**config.mk**
```make
export PLATFORM = sky130hd
export DESIGN_NAME = greedy_word_wrap_core
export DESIGN_NICKNAME = d
export VERILOG_FILES = /design/src/gww_pkg.sv /design/src/gww_ctrl.sv /design/src/gww_datapath.sv /design/src/greedy_word_wrap_core.sv
export SDC_FILE = /design/constraint.sdc
export NUM_CORES = 1
export LEC_CHECK = 0
export BUFFER_PORTS_ARGS = -buffer_cell sky130_fd_sc_hd__buf_2
export CORE_MARGIN = 1
export CORE_UTILIZATION = 60
export CTS_CLUSTER_SIZE = 28
export DETAILED_ROUTE_END_ITERATION = 8
export HOLD_SLACK_MARGIN = 0.05
export PLACE_DENSITY = 0.73
export SLEW_MARGIN = 20
export SYNTH_ARGS = -nofsm -noshare
export SYNTH_HDL_FRONTEND = slang
export SYNTH_HIERARCHICAL = 1
export SYNTH_SLANG_ARGS = --single-unit
```
**constraint.sdc**
```tcl
create_clock -name clk -period 5.8 [get_ports clk]
set_input_delay 0.29 -clock clk [delete_from_list [all_inputs] [get_ports clk]]
set_output_delay 0.29 -clock clk [all_outputs]
set_load 0.01 [all_outputs]
```
**src/gww_pkg.sv**
```systemverilog
// shared types, constants and helpers for the greedy word wrap block
package gww_pkg;

    // field and state widths
    localparam int CHAR_W       = 8;
    localparam int WIDTH_W      = 12;
    localparam int LINE_W       = 13;
    localparam int MAX_WORD_DEF = 32;

    localparam logic [WIDTH_W-1:0] WIDTH_RESET = 12'd80;
    localparam logic [CHAR_W-1:0]  CHAR_NL     = 8'h0A;
    localparam logic [CHAR_W-1:0]  CHAR_SP     = 8'h20;
    localparam logic [CHAR_W-1:0]  CHAR_TAB    = 8'h09;
    localparam logic [CHAR_W-1:0]  CHAR_CR     = 8'h0D;

    // which byte goes into the output register
    typedef enum logic [1:0] {
        EMIT_NL    = 2'd0,
        EMIT_WORD  = 2'd1,
        EMIT_SPACE = 2'd2,
        EMIT_FINAL = 2'd3
    } emit_kind_t;

    // controller to datapath
    typedef struct packed {
        logic       acc_char;
        logic       acc_flush;
        logic       acc_eoi;
        logic       emit;
        emit_kind_t emit_kind;
        logic       emit_last;
        logic       advance;
        logic       done_word;
    } gww_cmd_t;

    // datapath to controller
    typedef struct packed {
        logic is_space;
        logic word_empty;
        logic wrap;
        logic idx_last;
        logic out_free;
    } gww_status_t;

    // word separator: space or 0x09..0x0D
    function automatic logic is_white(input logic [CHAR_W-1:0] ch);
        return (ch == CHAR_SP) || ((ch >= CHAR_TAB) && (ch <= CHAR_CR));
    endfunction

endpackage

```
**src/gww_ctrl.sv**
```systemverilog
// sequencing state machine for the word wrap block
module gww_ctrl (
    input  logic                 clk,
    input  logic                 rst_n,
    input  logic                 in_valid,
    input  logic                 end_of_input,
    output logic                 in_ready,
    input  gww_pkg::gww_status_t status,
    output gww_pkg::gww_cmd_t    cmd
);
    import gww_pkg::*;

    typedef enum logic [4:0] {
        S_IDLE  = 5'b00001,
        S_NL    = 5'b00010,
        S_WORD  = 5'b00100,
        S_SPACE = 5'b01000,
        S_FINAL = 5'b10000
    } state_t;

    state_t state_reg, state_next;
    logic   eoi_reg, eoi_next;

    // state register
    always_ff @(posedge clk or negedge rst_n)
    begin
        if (!rst_n)
        begin
            state_reg <= S_IDLE;
            eoi_reg   <= 1'b0;
        end
        else
        begin
            state_reg <= state_next;
            eoi_reg   <= eoi_next;
        end
    end

    assign in_ready = (state_reg == S_IDLE);

    // next state and commands
    always_comb
    begin
        state_next    = state_reg;
        eoi_next      = eoi_reg;
        cmd           = '0;
        cmd.emit_kind = EMIT_NL;
        unique case (state_reg)
            S_IDLE:
            begin
                if (in_valid)
                begin
                    if (end_of_input)
                    begin
                        cmd.acc_flush = 1'b1;
                        cmd.acc_eoi   = 1'b1;
                        eoi_next      = 1'b1;
                        if (status.word_empty)
                            state_next = S_FINAL;
                        else if (status.wrap)
                            state_next = S_NL;
                        else
                            state_next = S_WORD;
                    end
                    else if (status.is_space)
                    begin
                        if (!status.word_empty)
                        begin
                            cmd.acc_flush = 1'b1;
                            eoi_next      = 1'b0;
                            state_next    = status.wrap ? S_NL : S_WORD;
                        end
                    end
                    else
                    begin
                        cmd.acc_char = 1'b1;
                    end
                end
            end
            S_NL:
            begin
                if (status.out_free)
                begin
                    cmd.emit      = 1'b1;
                    cmd.emit_kind = EMIT_NL;
                    state_next    = S_WORD;
                end
            end
            S_WORD:
            begin
                if (status.out_free)
                begin
                    cmd.emit      = 1'b1;
                    cmd.emit_kind = EMIT_WORD;
                    if (status.idx_last)
                        state_next = S_SPACE;
                    else
                        cmd.advance = 1'b1;
                end
            end
            S_SPACE:
            begin
                if (status.out_free)
                begin
                    cmd.emit      = 1'b1;
                    cmd.emit_kind = EMIT_SPACE;
                    cmd.emit_last = !eoi_reg;
                    cmd.done_word = 1'b1;
                    state_next    = eoi_reg ? S_FINAL : S_IDLE;
                end
            end
            S_FINAL:
            begin
                if (status.out_free)
                begin
                    cmd.emit      = 1'b1;
                    cmd.emit_kind = EMIT_FINAL;
                    cmd.emit_last = 1'b1;
                    eoi_next      = 1'b0;
                    state_next    = S_IDLE;
                end
            end
            default:
            begin
                state_next = S_IDLE;
            end
        endcase
    end

endmodule

```
**src/gww_datapath.sv**
```systemverilog
// word buffer, length counters, width register and output register
module gww_datapath #(
    parameter int MAX_WORD = gww_pkg::MAX_WORD_DEF
) (
    input  logic                        clk,
    input  logic                        rst_n,
    input  logic [gww_pkg::CHAR_W-1:0]  in_char,
    input  logic                        cfg_valid,
    input  logic [gww_pkg::WIDTH_W-1:0] line_width,
    input  gww_pkg::gww_cmd_t           cmd,
    output gww_pkg::gww_status_t        status,
    output logic                        out_valid,
    input  logic                        out_ready,
    output logic [gww_pkg::CHAR_W-1:0]  out_char,
    output logic                        run_last,
    output logic                        truncated
);
    import gww_pkg::*;

    localparam int LW = $clog2(MAX_WORD + 1);
    localparam int IW = (MAX_WORD > 1) ? $clog2(MAX_WORD) : 1;
    localparam logic [LW-1:0] WORD_FULL = LW'(MAX_WORD);

    logic [CHAR_W-1:0]  mem [MAX_WORD];
    logic [CHAR_W-1:0]  rd_data_reg;
    logic [IW-1:0]      rd_addr;

    logic [WIDTH_W-1:0] width_reg;
    logic [LW-1:0]      wl_reg, wl_next;
    logic               ovf_reg, ovf_next;
    logic [IW-1:0]      idx_reg, idx_next;
    logic [LINE_W-1:0]  ll_reg, ll_next;
    logic [LINE_W-1:0]  ll_sum;

    logic               out_valid_reg;
    logic [CHAR_W-1:0]  out_char_reg;
    logic               out_last_reg;
    logic               out_trunc_reg;
    logic               out_free;
    logic               word_full;

    assign word_full = (wl_reg == WORD_FULL);
    assign out_free  = !out_valid_reg || out_ready;
    assign ll_sum    = ll_reg + LINE_W'(wl_reg);

    // status toward the controller
    always_comb
    begin
        status.is_space   = is_white(in_char);
        status.word_empty = (wl_reg == '0);
        status.wrap       = (ll_sum > LINE_W'(width_reg));
        status.idx_last   = ((LW'(idx_reg) + LW'(1)) == wl_reg);
        status.out_free   = out_free;
    end

    // read address runs one step ahead of the emitted byte
    always_comb
    begin
        if (cmd.acc_flush)
            rd_addr = '0;
        else if (cmd.advance)
            rd_addr = idx_reg + IW'(1);
        else
            rd_addr = idx_reg;
    end

    // word buffer with registered read
    always_ff @(posedge clk)
    begin
        if (cmd.acc_char && !word_full)
            mem[wl_reg[IW-1:0]] <= in_char;
        rd_data_reg <= mem[rd_addr];
    end

    // word, index and line length bookkeeping
    always_comb
    begin
        wl_next  = wl_reg;
        ovf_next = ovf_reg;
        idx_next = idx_reg;
        ll_next  = ll_reg;
        if (cmd.acc_char)
        begin
            if (word_full)
                ovf_next = 1'b1;
            else
                wl_next = wl_reg + LW'(1);
        end
        if (cmd.acc_flush)
        begin
            idx_next = '0;
            if (cmd.acc_eoi)
                ll_next = '0;
            else if (status.wrap)
                ll_next = LINE_W'(wl_reg) + LINE_W'(1);
            else
                ll_next = ll_sum + LINE_W'(1);
        end
        if (cmd.advance)
            idx_next = idx_reg + IW'(1);
        if (cmd.done_word)
        begin
            wl_next  = '0;
            ovf_next = 1'b0;
            idx_next = '0;
        end
    end

    always_ff @(posedge clk or negedge rst_n)
    begin
        if (!rst_n)
        begin
            width_reg <= WIDTH_RESET;
            wl_reg    <= '0;
            ovf_reg   <= 1'b0;
            idx_reg   <= '0;
            ll_reg    <= '0;
        end
        else
        begin
            if (cfg_valid)
                width_reg <= line_width;
            wl_reg  <= wl_next;
            ovf_reg <= ovf_next;
            idx_reg <= idx_next;
            ll_reg  <= ll_next;
        end
    end

    // output register valid
    always_ff @(posedge clk or negedge rst_n)
    begin
        if (!rst_n)
            out_valid_reg <= 1'b0;
        else if (cmd.emit)
            out_valid_reg <= 1'b1;
        else if (out_ready)
            out_valid_reg <= 1'b0;
    end

    // output register payload
    always_ff @(posedge clk)
    begin
        if (cmd.emit)
        begin
            out_last_reg  <= cmd.emit_last;
            out_trunc_reg <= (cmd.emit_kind == EMIT_FINAL) ? 1'b0 : ovf_reg;
            case (cmd.emit_kind)
                EMIT_WORD:  out_char_reg <= rd_data_reg;
                EMIT_SPACE: out_char_reg <= CHAR_SP;
                default:    out_char_reg <= CHAR_NL;
            endcase
        end
    end

    assign out_valid = out_valid_reg;
    assign out_char  = out_char_reg;
    assign run_last  = out_last_reg;
    assign truncated = out_trunc_reg;

endmodule

```
**src/greedy_word_wrap_core.sv**
```systemverilog
// greedy word wrap top level: controller plus datapath
//
//  channel  direction  handshake              payload
//  in       input      in_valid / in_ready    in_char[7:0], end_of_input
//  out      output     out_valid / out_ready  out_char[7:0], run_last, truncated
//  cfg      input      cfg_valid / cfg_ready  line_width[11:0]
//
// a word byte is taken and stored in the word buffer while it has room
// whitespace or end of input that closes an n-byte word gives n+1 results
// (n+2 on a wrap, one more for end of input), one per cycle, unless stalled,
// through the output register; the buffer read starts at the accepting edge
// input is taken only while no word is being sent out
// reset clears counters, line length and sets line_width to 80
// a stalled output holds its item and freezes the sequencer
module greedy_word_wrap_core #(
    parameter int MAX_WORD = gww_pkg::MAX_WORD_DEF
) (
    input  logic                        clk,
    input  logic                        rst_n,
    input  logic                        in_valid,
    output logic                        in_ready,
    input  logic [gww_pkg::CHAR_W-1:0]  in_char,
    input  logic                        end_of_input,
    output logic                        out_valid,
    input  logic                        out_ready,
    output logic [gww_pkg::CHAR_W-1:0]  out_char,
    output logic                        run_last,
    output logic                        truncated,
    input  logic                        cfg_valid,
    output logic                        cfg_ready,
    input  logic [gww_pkg::WIDTH_W-1:0] line_width
);
    import gww_pkg::*;

    gww_cmd_t    cmd;
    gww_status_t status;

    assign cfg_ready = 1'b1;

    gww_ctrl u_ctrl (
        .clk          (clk),
        .rst_n        (rst_n),
        .in_valid     (in_valid),
        .end_of_input (end_of_input),
        .in_ready     (in_ready),
        .status       (status),
        .cmd          (cmd)
    );

    gww_datapath #(
        .MAX_WORD (MAX_WORD)
    ) u_dp (
        .clk        (clk),
        .rst_n      (rst_n),
        .in_char    (in_char),
        .cfg_valid  (cfg_valid),
        .line_width (line_width),
        .cmd        (cmd),
        .status     (status),
        .out_valid  (out_valid),
        .out_ready  (out_ready),
        .out_char   (out_char),
        .run_last   (run_last),
        .truncated  (truncated)
    );

endmodule

```
==> metrics, run 1 <==
CTS Buf Count=31; fin. max-slew vios=0; Hold Crit Class=primary input to register; arrival time at the worst endpoint=5190 ps; first-pass GRT wire length=45.9 mm; area grow syn2layout=12.4%; Netlist cell types=85; PortBufs=37; drt first-iter violations=664; die area=24200 sq um; post-synthesis cell count=940; CP Launch Type=register; Worst Setup Path Type=register to register; EDFF count, synth=266; Post-CTS Hold Buffers=14; nets=1058; CTS max path bufs=3; period utilization=82.0%; Syn Nets=995; PwrDens=426 nW/um^2; min Tclk post-route=4750 ps; WP data required=6240 ps; Routed WL=29.4 mm; wire per inst=21.9 microns; Post-Route Setup TNS=0 ps; commonest non-fill, non-tap cells in the layout=edfxtp_1, nand2_1, mux4_2, nor2_1, dfrtp_1; Die W=155 microns; vias per cell=6.11; initial antenna violation count=0; Clock Sinks=318; hold depth=3; P_leak=5.48 nW; crit path max fanout=29; I/O pins=39; gr usage total=25.6%; vias in the first global route=8068; YS warnings=6; max_cap viols=0; Setup Skew=13.2 ps; # rows=55; drt drc=0; chip height=155 microns; Fmax=210 MHz; post-DP HPWL=18.8 mm; root buf cell=clkbuf_16; largest net degree at the start of global routing=50; most common cell after layout, fill and taps aside=edfxtp_1; CP Capture Type=register; ant diodes=0; actual slew at the worst max-slew pin=1050 ps; Mapped Area=14100 sq um; Final Hold Vio Count=0; status=completed; remaining antenna violation count=0; CTS tree=yes; Top FF cell, synth=edfxtp_1; Starting Density=61.8%; Final setup viols=0; Routability Congestion=0.883; Post-Layout Cell Count=1340; post-CTS setup buffer count=0; worst r2r path cells=15; Worst-Skew Late Latency=580 ps; global route total overflow=0; Worst slew margin=29.0%; Vias=8185; asr flop ratio synth=13.8%; Largest register FFs=256; TritonRoute pass-1 iters=5; area of the core=22800 sq um; RSZ-0062 raised after global routing=no; Seq/Total Area, Yosys=65.5%; clock-pin slew of the registers on the worst-case setup and hold paths=60 ps; maximum VDD drop=0.000303 V; layout cell share with drive strength beyond 1=20.4%; #FFs+latches synth=318; synthesized area per cell=15.0 sq um; H-tree levels=1; CTS resizes=0; dpl cells=1269
[logic make-up (layout without fill, tap and decap cells)]
kind of cell	after synthesis	after routing	share of synthesized area, %
flip-flops	318	318	65.5
AND/OR/NAND/NOR	273	273	9.74
AO/OA/AOI/OAI	132	132	6.45
buffers and inverters	81	168	2.80
multiplexers	74	74	10.9
XOR/XNOR	32	32	1.98
adder cells (fa/ha/maj)	29	29	2.62
other	1	1	0.0266
[critical path: stages (launching register included)]
cell	delay, ps
dfrtp_1	460
ha_1	320
xnor2_1	260
xor2_1	170
nand3_1	100
nor4_1	460
nor3_1	110
buf_4	200
ha_1	350
nor2_4	680
buf_12	290
mux4_2	320
nand2_1	90
o21ai_0	130
a211oi_1	510
nand3_1	150
[synth_stat cells (all sizes together) (9+ instances only)]
cell       n  area, sq um
edfxtp   266         7990
nand2     91          349
a211oi    14          115
nand3     25          143
mux4      63         1420
inv       38          143
nor2      63          239
xor2      13          114
and2      12         77.6
ha        28          350
nor2b      9         56.3
clkbuf    19         92.6
nor3      22          110
o2bb2ai   11         96.3
o21ai     34          174
a21oi     34          170
buf       24          160
dfrtp     41         1030
xnor2     19          166
[area by class of cell]
class | count | area (sq um)
Clock buffer | 37 | 818
Clock inverter | 20 | 246
Fill cell | 1569 | 6980
Inverter | 38 | 143
Multi-Input combinational cell | 541 | 4500
Sequential cell | 318 | 9250
Tap cell | 313 | 392
Timing Repair Buffer | 73 | 518
[per-stage QoR]
| stage | setup WS [ps] | hold WS (ps) | power, mW | cell area (sq um) | util, % |
|---|---|---|---|---|---|
| after detailed placement | 1110 | 482 | 4.72 | 14700 | 64.2 |
| after floorplan | 2120 | -5.59 | 4.24 | 14100 | - |
| after global placement | 1190 | 476 | 4.69 | 14700 | 64.1 |
| final | 1050 | 85.8 | 6.76 | 15900 | 69.5 |
| after global routing | 635 | 147 | 7.08 | 15900 | 69.5 |
| after CTS | 1040 | 68.2 | 6.80 | 15900 | 69.4 |
[metal layers]
layer  global-route usage, %  share of wire [%]  wire length (microns)
met5                       0                  0                      0
met4                    9.90                3.1                    905
met3                    3.51                6.0                   1760
met2                    40.8                 48                  14100
met1                    36.2                 43                  12600
[power breakdown]
| group | switching [mW] | internal [mW] |
|---|---|---|
| combinational | 1.08 | 0.826 |
| sequential | 0.140 | 2.64 |
| clock | 0.840 | 1.23 |
| total | 2.06 | 4.70 |
[final timing paths]
kind                            startpoint             endpoint  slack, ps
max                        u_dp/idx_reg[0]  u_dp/rd_data_reg[2]       1050
min                              cfg_valid    u_dp/width_reg[4]         90
max reg2reg                u_dp/idx_reg[0]  u_dp/rd_data_reg[2]       1050
min reg2reg                 u_dp/ll_reg[5]       u_dp/ll_reg[5]        500
max in group asynchronous            rst_n      u_dp/idx_reg[4]       5120
min in group asynchronous            rst_n    u_dp/width_reg[2]        270
Note: power is estimated with default switching activity, not from simulation.
==> run 2: changes to the inputs <==
- clock period: 5.8 -> 4.9 ns (I/O delays scaled with it)
==> run 2 against run 1 <==
Hold slack lost 2.5 ps. Sequential cell count is the same. Largest power group unchanged. Count of clock-buffer cells in the layout grew 8. Fmax grew 6.8%. Die area is the same. Largest cell class unchanged. Via count is essentially flat. Critical endpoint is now u_dp/rd_data_reg[1].
==> metrics, run 2 (synthesis results as in run 1) <==
area grow syn2layout=12.5%; H-tree levels=1; root buf cell=clkbuf_16; actual slew at the worst max-slew pin=1080 ps; fin. max-slew vios=0; gr usage total=25.8%; Post-CTS Hold Buffers=16; final worst slack=449 ps; clock-pin slew of the registers on the worst-case setup and hold paths=60 ps; register share of total power=41.7%; status=completed; switching share of power=30.8%; RSZ-0062 raised after global routing=no; largest net degree at the start of global routing=45; CTS max path bufs=3; Routed WL=29.8 mm; arrival time at the worst endpoint=4880 ps; Clock Sinks=318; Post-Route Setup TNS=0 ps; min Tclk post-route=4450 ps; CP Capture Type=register; post-DP HPWL=19.6 mm; Setup Skew=9.89 ps; min-delay src=out_ready; Routability Congestion=0.833; global route total overflow=0; die area=24200 sq um; chip height=155 microns; maximum VDD drop=0.000310 V; clock power share=28.5%; Hold Crit Class=primary input to register; post-CTS setup buffer count=0; most common cell after layout, fill and taps aside=edfxtp_1; worst r2r path cells=14; period utilization=90.8%; Buf+Inv Stages, Crit Path=1; wire per inst=22.1 microns; Die W=155 microns; reg2reg end=u_dp/rd_data_reg[1]; WP data required=5330 ps; NetSw=2.43 mW; TritonRoute pass-1 iters=5; RR Startpoint=u_dp/idx_reg[0]; CTS tree=yes; Reg area=9250 sq um; CTS resizes=0; area of the core=22800 sq um; first-pass GRT wire length=46.3 mm; Final Hold Vio Count=0; PwrDens=495 nW/um^2; Fmax=225 MHz; Worst slew margin=27.4%; FF-to-FF setup slack=450 ps; initial antenna violation count=1; P_leak=5.50 nW; drt drc=0; crit-path max cell delay=550 ps; vias in the first global route=7974; vias per cell=6.06; Starting Density=61.8%; CP Launch Type=register; hold depth=3; # rows=55; nets=1072; crit path max fanout=30; layout cell share with drive strength beyond 1=20.3%; Worst Setup Path Type=register to register; area of the multi-input gates=4490 sq um; CP max-delay cell=mux4_2; PortBufs=37; WHS Endpoint=u_dp/out_valid; remaining antenna violation count=0; CP cell instances=ha_1, nand3_1, xor2_1, xnor2_1, nor4_1, nor3_1, nand2_1, a21oi_4, buf_12, mux4_2, nand2_1, o21ai_0, a211oi_1, nand3_1; I/O pins=39; CTS Buf Count=31; Vias=8193; fill count=1558; Worst-Skew Late Latency=560 ps; Largest register FFs=256; commonest non-fill, non-tap cells in the layout=edfxtp_1, nand2_1, mux4_2, nor2_1, dfrtp_1; Comb pwr share=29.7%; CP top delay family=simple AND/OR/NAND/NOR gates; Place WS=515 ps; Final setup viols=0; ant diodes=0; max_cap viols=0; P_int=5.44 mW; drt first-iter violations=709
## run 2: cell count changes in the layout (fill, tap and decap cells not counted)
cell,previous run,this run
dlygate4sd3_1,14,16
bufinv_16,5,2
nor3_1,21,22
clkbuf_8,2,1
clkinvlp_4,3,2
a21o_2,2,1
buf_12,2,4
nor3_2,1,0
clkinv_4,1,0
buf_4,21,31
a21o_1,2,3
clkbuf_1,4,13
clkinv_1,4,3
clkinv_2,6,3
## run 2: worst reg2reg max path, delay by kind of cell (launching register included)
| kind | cells | cell delay (ps) |
|---|---|---|
| adder cells (fa/ha/maj) | 1 | 340 |
| buffers and inverters | 1 | 330 |
| AO/OA/AOI/OAI | 3 | 1040 |
| AND/OR/NAND/NOR | 6 | 1160 |
| flip-flops | 1 | 450 |
| XOR/XNOR | 2 | 430 |
| multiplexers | 1 | 570 |
## run 2: worst max path at each step
stage,from,end,cells past startpoint
after floorplan,u_dp/wl_reg[0],u_ctrl/state_reg[2],16
after global placement,u_dp/wl_reg[0],u_dp/ll_reg[6],15
after detailed placement,u_dp/wl_reg[0],u_dp/ll_reg[6],15
after CTS,u_dp/idx_reg[0],u_dp/rd_data_reg[7],14
after global routing,u_dp/idx_reg[0],u_dp/rd_data_reg[1],14
final,u_dp/idx_reg[0],u_dp/rd_data_reg[1],14
## run 2: metrics by stage
stage | hold slack (ps) | cells | cell area [sq um] | utilization [%] | power, mW
after floorplan | -50.6 | 940 | 14100 | - | 5.01
after global placement | 451 | 1281 | 14800 | 64.6 | 5.60
after detailed placement | 457 | 1281 | 14800 | 64.6 | 5.65
after CTS | 58.6 | 1353 | 15900 | 69.5 | 7.91
after global routing | 88.7 | 1353 | 15900 | 69.6 | 8.25
final | 83.4 | 1353 | 15900 | 69.6 | 7.87
## run 2: area by class of cell
cell class / count / area share [%]
inverters: 38 / 0.898
repair buffers: 87 / 4.11
well taps: 313 / 2.46
multi-input cells: 541 / 28.3
clock inverters: 11 / 0.764
flip-flops and latches: 318 / 58.2
clock buffers: 45 / 5.28
## run 2: power by group through the flow
stage          logic (mW)  registers, mW  clock network (mW)
6_report             2.34           3.28                2.25
5_1_grt              2.56           3.30                2.38
4_1_cts              2.34           3.28                2.28
3_5_place_dp         2.31           3.34                   0
3_3_place_gp         2.27           3.33                   0
2_1_floorplan        1.74           3.27                   0
## run 2: layer usage
layer | vias to the layer above | global-route usage (%) | part of all wire (%)
met5 | - | 0 | 0
met4 | 0 | 6.49 | 2.2
met3 | 46 | 2.73 | 6.5
met2 | 302 | 41.4 | 48
met1 | 4094 | 38.3 | 44
li1 | 3751 | - | -
